$ cat config.mk
export PLATFORM = sky130hd
export DESIGN_NAME = ipim_div
export DESIGN_NICKNAME = d
export VERILOG_FILES = /design/src/hw/rtl/ipim_pkg.sv /design/src/hw/rtl/ipim_div.sv
export SDC_FILE = /design/constraint.sdc
export NUM_CORES = 2
export LEC_CHECK = 0
export BUFFER_PORTS_ARGS = -buffer_cell sky130_fd_sc_hd__buf_2
export CORE_UTILIZATION = 54
export DETAILED_ROUTE_END_ITERATION = 8
export PLACE_DENSITY = 0.66
export SLEW_MARGIN = 20
export SYNTH_ARGS = -nofsm -noshare
export SYNTH_HDL_FRONTEND = slang
export SYNTH_SLANG_ARGS = --single-unit
$ cat constraint.sdc
create_clock -name i_clk -period 6.4 [get_ports i_clk]
set_input_delay 1.28 -clock i_clk [delete_from_list [all_inputs] [get_ports i_clk]]
set_output_delay 1.28 -clock i_clk [all_outputs]
set_load 0.05 [all_outputs]
$ cat src/hw/rtl/ipim_pkg.sv
// Shared types, constants and saturation helper for the image point
// interaction matrix pipeline. No dependencies.
package ipim_pkg;

    localparam int FRAC_BITS = 16;
    localparam int DATA_W    = 32;
    localparam int IN_W      = 3 * DATA_W;
    localparam int OUT_W     = 10 * DATA_W;

    // Long division: 31 quotient bits, one per stage, plus a setup and a result stage.
    localparam int QUO_W    = 31;
    localparam int NUM_W    = DATA_W + FRAC_BITS;
    localparam int DEN_SH   = 31 - FRAC_BITS;
    localparam int BIG_W    = 31 + DEN_SH;
    localparam int BIG_PAD  = BIG_W - DATA_W;
    localparam int INIT_PAD = QUO_W - (NUM_W - QUO_W);
    localparam int DIV_LAT  = QUO_W + 2;
    localparam int LINE_B   = DIV_LAT - 2;
    localparam int PIPE_LAT = 2 * DIV_LAT + 1;

    localparam logic signed [DATA_W-1:0] NEG_ONE = -(32'sd1 <<< FRAC_BITS);
    localparam logic signed [65:0] W_ONE = 66'sd1 <<< FRAC_BITS;
    localparam logic signed [65:0] W_MAX = 66'sd2147483647;
    localparam logic signed [65:0] W_MIN = -66'sd2147483648;

    typedef struct packed {
        logic signed [DATA_W-1:0] u_ang_x;
        logic signed [DATA_W-1:0] u_ang_y;
        logic signed [DATA_W-1:0] u_ang_z;
        logic signed [DATA_W-1:0] v_ang_x;
        logic signed [DATA_W-1:0] v_ang_y;
        logic signed [DATA_W-1:0] v_ang_z;
    } t_prod;

    function automatic logic signed [DATA_W-1:0] sat32(input logic signed [65:0] v);
        logic signed [DATA_W-1:0] res;
        if (v > W_MAX) begin
            res = W_MAX[DATA_W-1:0];
        end else if (v < W_MIN) begin
            res = W_MIN[DATA_W-1:0];
        end else begin
            res = v[DATA_W-1:0];
        end
        return res;
    endfunction

endpackage

$ cat src/hw/rtl/ipim_div.sv
// Pipelined signed fixed-point divider: (num * 2^FRAC_BITS) / den, truncated, saturated.
// One quotient bit per stage; depends on ipim_pkg.
module ipim_div (
    input  logic                                i_clk,
    input  logic                                i_en,
    input  logic signed [ipim_pkg::DATA_W-1:0]  i_num,
    input  logic signed [ipim_pkg::DATA_W-1:0]  i_den,
    output logic signed [ipim_pkg::DATA_W-1:0]  o_quo
);

    logic [ipim_pkg::DATA_W-1:0] w_mag;
    logic [ipim_pkg::NUM_W-1:0]  w_dvd;
    logic                        w_big;

    logic [ipim_pkg::QUO_W-1:0] r_rem [0:ipim_pkg::QUO_W];
    logic [ipim_pkg::QUO_W-1:0] r_dvd [0:ipim_pkg::QUO_W];
    logic [ipim_pkg::QUO_W-1:0] r_quo [0:ipim_pkg::QUO_W];
    logic [ipim_pkg::QUO_W-1:0] r_den [0:ipim_pkg::QUO_W];
    logic                       r_neg [0:ipim_pkg::QUO_W];
    logic                       r_big [0:ipim_pkg::QUO_W];

    logic [ipim_pkg::QUO_W-1:0] n_rem [0:ipim_pkg::QUO_W-1];
    logic                       n_bit [0:ipim_pkg::QUO_W-1];

    logic [ipim_pkg::DATA_W-1:0] w_q32;
    logic signed [ipim_pkg::DATA_W-1:0] n_quo;

    // Setup: magnitude, scaled dividend, overflow test (quotient >= 2^31).
    always_comb begin
        w_mag = i_num[ipim_pkg::DATA_W-1] ? (~i_num + 32'd1) : i_num;
        w_dvd = {w_mag, {ipim_pkg::FRAC_BITS{1'b0}}};
        w_big = {{ipim_pkg::BIG_PAD{1'b0}}, w_mag}
                >= {i_den[ipim_pkg::QUO_W-1:0], {ipim_pkg::DEN_SH{1'b0}}};
    end

    // One restoring step per stage.
    always_comb begin
        for (int k = 0; k < ipim_pkg::QUO_W; k++) begin
            logic [ipim_pkg::QUO_W:0] trial;
            trial    = {r_rem[k], r_dvd[k][ipim_pkg::QUO_W-1]};
            n_bit[k] = trial >= {1'b0, r_den[k]};
            if (n_bit[k]) begin
                n_rem[k] = ipim_pkg::QUO_W'(trial - {1'b0, r_den[k]});
            end else begin
                n_rem[k] = trial[ipim_pkg::QUO_W-1:0];
            end
        end
    end

    always_comb begin
        w_q32 = {1'b0, r_quo[ipim_pkg::QUO_W]};
        if (r_big[ipim_pkg::QUO_W]) begin
            n_quo = r_neg[ipim_pkg::QUO_W] ? ipim_pkg::W_MIN[ipim_pkg::DATA_W-1:0]
                                           : ipim_pkg::W_MAX[ipim_pkg::DATA_W-1:0];
        end else begin
            n_quo = r_neg[ipim_pkg::QUO_W] ? (~w_q32 + 32'd1) : w_q32;
        end
    end

    always_ff @(posedge i_clk) begin
        if (i_en) begin
            r_rem[0] <= {{ipim_pkg::INIT_PAD{1'b0}},
                         w_dvd[ipim_pkg::NUM_W-1:ipim_pkg::QUO_W]};
            r_dvd[0] <= w_dvd[ipim_pkg::QUO_W-1:0];
            r_quo[0] <= '0;
            r_den[0] <= i_den[ipim_pkg::QUO_W-1:0];
            r_neg[0] <= i_num[ipim_pkg::DATA_W-1];
            r_big[0] <= w_big;
            for (int k = 0; k < ipim_pkg::QUO_W; k++) begin
                r_rem[k+1] <= n_rem[k];
                r_dvd[k+1] <= {r_dvd[k][ipim_pkg::QUO_W-2:0], 1'b0};
                r_quo[k+1] <= {r_quo[k][ipim_pkg::QUO_W-2:0], n_bit[k]};
                r_den[k+1] <= r_den[k];
                r_neg[k+1] <= r_neg[k];
                r_big[k+1] <= r_big[k];
            end
            o_quo <= n_quo;
        end
    end

endmodule

* Word-level counts from Yosys, hierarchy flattened
Memories as Yosys holds them, arrays and structs flattened.
Cells that the tools add are included.
** Storage, ports and cells
- Word-level logic and storage cells :: 111
- Memories :: 6
- Memory bits (writable) :: 4000
- Output and inout port bits :: 32
- Register bits :: 32
** Memory list
- r_den :: depth 32, bits a word 31, read ports 31, clocked after Yosys merged registers in 0, wr ports 32, line ipim_div.sv:18 : logic [ipim_pkg::QUO_W-1:0] r_den [0:ipim_pkg::QUO_W];
- r_quo :: depth 32, bits a word 31, read ports 32, clocked after Yosys merged registers in 0, wr ports 32, line ipim_div.sv:17 : logic [ipim_pkg::QUO_W-1:0] r_quo [0:ipim_pkg::QUO_W];
- r_rem :: depth 32, bits a word 31, read ports 31, clocked after Yosys merged registers in 0, wr ports 32, line ipim_div.sv:15 : logic [ipim_pkg::QUO_W-1:0] r_rem [0:ipim_pkg::QUO_W];
- r_dvd :: depth 32, bits a word 30, read ports 31, clocked after Yosys merged registers in 0, wr ports 32, line ipim_div.sv:16 : logic [ipim_pkg::QUO_W-1:0] r_dvd [0:ipim_pkg::QUO_W];
- r_big :: depth 32, bits a word 1, read ports 32, clocked after Yosys merged registers in 0, wr ports 32, line ipim_div.sv:20 : logic r_big [0:ipim_pkg::QUO_W];
- r_neg :: depth 32, bits a word 1, read ports 32, clocked after Yosys merged registers in 0, wr ports 32, line ipim_div.sv:19 : logic r_neg [0:ipim_pkg::QUO_W];
** Cells by class
- Add/sub/neg operators :: 33
- Magnitude comparators :: 32
- Bitwise logic cells :: 2
- Muxes and demuxes :: 37
** Operator list (count)
- greater-or-equal comparator 32 x 31 -> 1 bit :: 31
- 2-to-1 mux 31 bit :: 31
- subtractor 31 bit :: 31
- 2-to-1 mux 32 bit :: 4
- adder 32 x 1 -> 32 bit, second input constant :: 2
- greater-or-equal comparator 32 x 46 -> 1 bit :: 1
- inverter 31 -> 32 bit :: 1
- inverter 32 bit :: 1
- 2-to-1 mux 1 bit :: 2

* Logic depth before layout (Yosys ltp)
An unclocked memory read counts as a cell.
- Depth in word-level cells :: 5
- Depth in mapped cells :: 18
- Depth with buffers taken out :: 17

* Worst setup path after synthesis
No wires, ideal clock.
- Kind :: input -> register
- From :: input port i_num[17] in the netlist's numbering
- To :: memory r_big[0][0], data pin
- Data required time :: 6254 ps
- Stages on the path :: 14
- Arrival time :: 4723 ps
- Path buffers :: 0
- Setup slack :: 1531 ps
- Path through :: or4_1 or4_1 or2_2 or3_1 nand2b_4 o41ai_2 xnor2_1 ha_1 nand4_1 nor2_1 or4bb_1 nor4_1 nand4b_1 a21oi_1
** RTL lines
- start, declared :: line ipim_div.sv:6 : input logic signed [ipim_pkg::DATA_W-1:0] i_num,
- end, declared :: line ipim_div.sv:20

==> reports/qor.yml <==
period_needed_ps: 4860
hp-class: "flop to flop"
startpoint_type: "primary input"
finalHoldViolations: 0
synth.avg_cell_area_um2: 11.8
synth_cells: 11911
firstDrtPassIters: 6
ys_seq_area_share_pct: 55.8
grt_usage_pct: 24.0
cts_tree: "built"
max_slew_margin_pct: 23.5
netlist_area_mm2: 0.141
cp.required_ps: 7120
post-cts-setup-buffer-count: 0
clockBufferDepth: 4
pwr-share-seq_pct: 34.9
leakage_nw: 63.2
endpoint_kind: "flop"
power_frac_comb_pct: 44.1
cpPeakStageDelay_ps: 510
grt_max_degree: 176
cellPowerDensity_mw_per_mm2: 508
first_global_vias: 89497
h-tree-depth: 5
viasPerCell: 5.83
io_pins: 98
cpMostUsedCell: "or3_1"
finalWirelength_um: 323000
timing.hold.ws_ps: 392
cap_viol_max_count: 0
async_flop_share_pct: 0
hold_start: "r_quo[16][2]"
initial_core_util_pct: 54.3
nNetsFinal: 13176
period_share_pct: 75.9
antenna_found_initial: 13
place_ws_ps: 572
path_max_fanout: 5
ys_seq_elements: 2620
overflow: 0
drc: 0
drtIter0Drc: 7294
arrival_ps: 5580
cts_resized: 0
slowest_stage: "or4bb_1"
yosysWarningCount: 0
p_sw_mw: 29.1
ant_nets: 0
maxSlewViolCount: 0
path_cells: "buf_2 -> nor4_2 -> nand2_1 -> or4_1 -> or3_1 -> or3_1 -> nand2b_4 -> o41ai_2 -> xnor2_1 -> ha_1 -> nand4_1 -> nor2_1 -> or4bb_1 -> nor4_1 -> nand4b_1 -> a21oi_1"
die_h_um: 513
ir_drop_uv: 309
wl_per_cell_um: 20.5
clk_latency_ps: 900
synth_edf_count: 2620
p_sw_share_pct: 36.9
coreArea_mm2: 0.259
port_buffers: 96
gp_congestion: 0.955
clock-skew-final_ps: 37.6
fmax_ghz: 0.206
p_int_mw: 49.7
fin_setup_tns_ps: 0
die_width_um: 513
cts_root_buf: "clkbuf_16"
row_count: 187
hold_buffers: 0
startpoint: "i_num[5]"
clockPowerShare_pct: 21.0
synth_nets: 12973
cts_buffers: 293
ys_types: 95
dr_total_vias: 91858
setup_slack_ps: 1540
dp_hpwl_um: 242000
yosys_most_used_dff: "edfxtp_1"
worst-setup-path-type: "primary input to flop"
clkTransAtPathRegs_ps: 60
rsz0062_at_grt: "false"
drive_gt1_share_pct: 9.45
fp.dieArea_mm2: 0.263
tightest_slew_ps: 1130
cts.sinks: 2620
area_delta_synth_final_pct: 9.98
grt_pass1_wl_um: 502000
setup_viol: 0
fillers: 20590
status: "finished clean"
r2r-start: "r_den[1][126]"
## critical path: cells and delay by family
kind | cells | cell delay (ps)
adder cells (fa/ha/maj) | 1 | 320
XOR/XNOR | 1 | 150
buffers and inverters | 1 | 120
AND/OR/NAND/NOR | 11 | 3260
AO/OA/AOI/OAI | 2 | 450
## power by group through the flow
stage,Clock (mW),Sequential (mW),Combinational [mW]
2_1_floorplan,0,26.5,26.5
3_3_place_gp,0,27.8,33.5
3_5_place_dp,0,27.8,34.2
4_1_cts,17.0,27.6,34.5
5_1_grt,17.5,27.9,38.4
6_report,16.5,27.5,34.7
## cells in the final DEF (no fill, tap or decap), drive strengths merged, types with 27 or more instances in the layout
cell and count:
a21o 567, a21oi 868, a211o 27, mux2 450
or2 39, buf 168, nor2b 170, inv 1239
o21ai 673, nor4 46, clkinv 127, ha 966
o31ai 81, o41ai 33, and2 46, nand2 765
o21bai 139, nor2 599, a211oi 65, nand4 139
a41oi 30, xnor2 506, a21boi 34, and3 78
nand3 157, clkbuf 349, o211ai 43, nor3 170
or3 52, nand2b 107, fa 30, and4 34
bufinv 27, a31oi 108, xor2 293, o22ai 33
edfxtp 2620, o21a 153
## state kept, by name, summed over array words and instances, names as in the netlist
name / count
o_quo: 32
r_neg: 32
r_rem: 947
r_den: 961
r_dvd: 120
r_big: 32
r_quo: 496
## stage by stage
step           util (%)  area (um2)  std cells  power, mW
2_1_floorplan         -      141000      11911       52.9
3_3_place_gp       56.1      146000      15219       61.3
3_5_place_dp       56.1      146000      15221       62.0
4_1_cts            59.7      155000      15746       79.1
5_1_grt            59.7      155000      15747       83.8
6_report           59.7      155000      15747       78.8
## worst paths after layout
| path | end | slack (ps) | cells after the start |
|---|---|---|---|
| hold / removal | r_quo[17][3] | 390 | 0 |
| setup / recovery | r_big[0][0] | 1540 | 16 |
| hold reg to reg | r_quo[17][3] | 390 | 0 |
| setup reg to reg | r_rem[1][163] | 1720 | 13 |
## logic make-up (layout without fill, tap and decap cells)
family / count (synthesis) / after routing / share of synthesized area [%]
AOI/OAI and AO/OA: 3059 / 3059 / 13.9
xor gates and xnor gates: 799 / 799 / 4.97
adders and majority gates: 996 / 996 / 9.00
buffers and inverters: 1488 / 1921 / 4.08
DFF: 2620 / 2620 / 55.8
muxes: 476 / 476 / 3.79
other: 0 / 1 / 0
and+or+nand+nor: 2473 / 2473 / 8.44
## area by class of cell
class	count	area (um2)	area share [%]
tap	3402	4260	2.75
clock inverter	176	1790	1.16
multi-input combinational	7803	56700	36.6
antenna	1	2.50	0.00161
timing repair buffer	168	1300	0.840
clock buffer	349	7630	4.92
inverter	1228	4610	2.98
sequential	2620	78700	50.8
## metal layers
layer	global-route usage [%]	wire length [um]
met3	2.71	15400
met2	40.1	153000
met5	0	0
met4	6.96	8710
met1	33.1	145000
## cells in the mapped netlist, types with 153 or more instances
cell type	n	share of area (%)
a21o_1	567	3.0
a21oi_1	862	3.1
clkbuf_1	186	0.50
edfxtp_1	2620	56
ha_1	966	8.6
inv_1	1225	3.3
mux2_2	444	3.5
nand2_1	765	2.0
nand3_1	157	0.56
nor2_1	598	1.6
nor2b_1	170	0.75
nor3_1	169	0.60
o21a_1	153	0.81
o21ai_0	651	2.3
xnor2_1	506	3.1
xor2_1	293	1.8
Power figures use the tool's default switching activity.
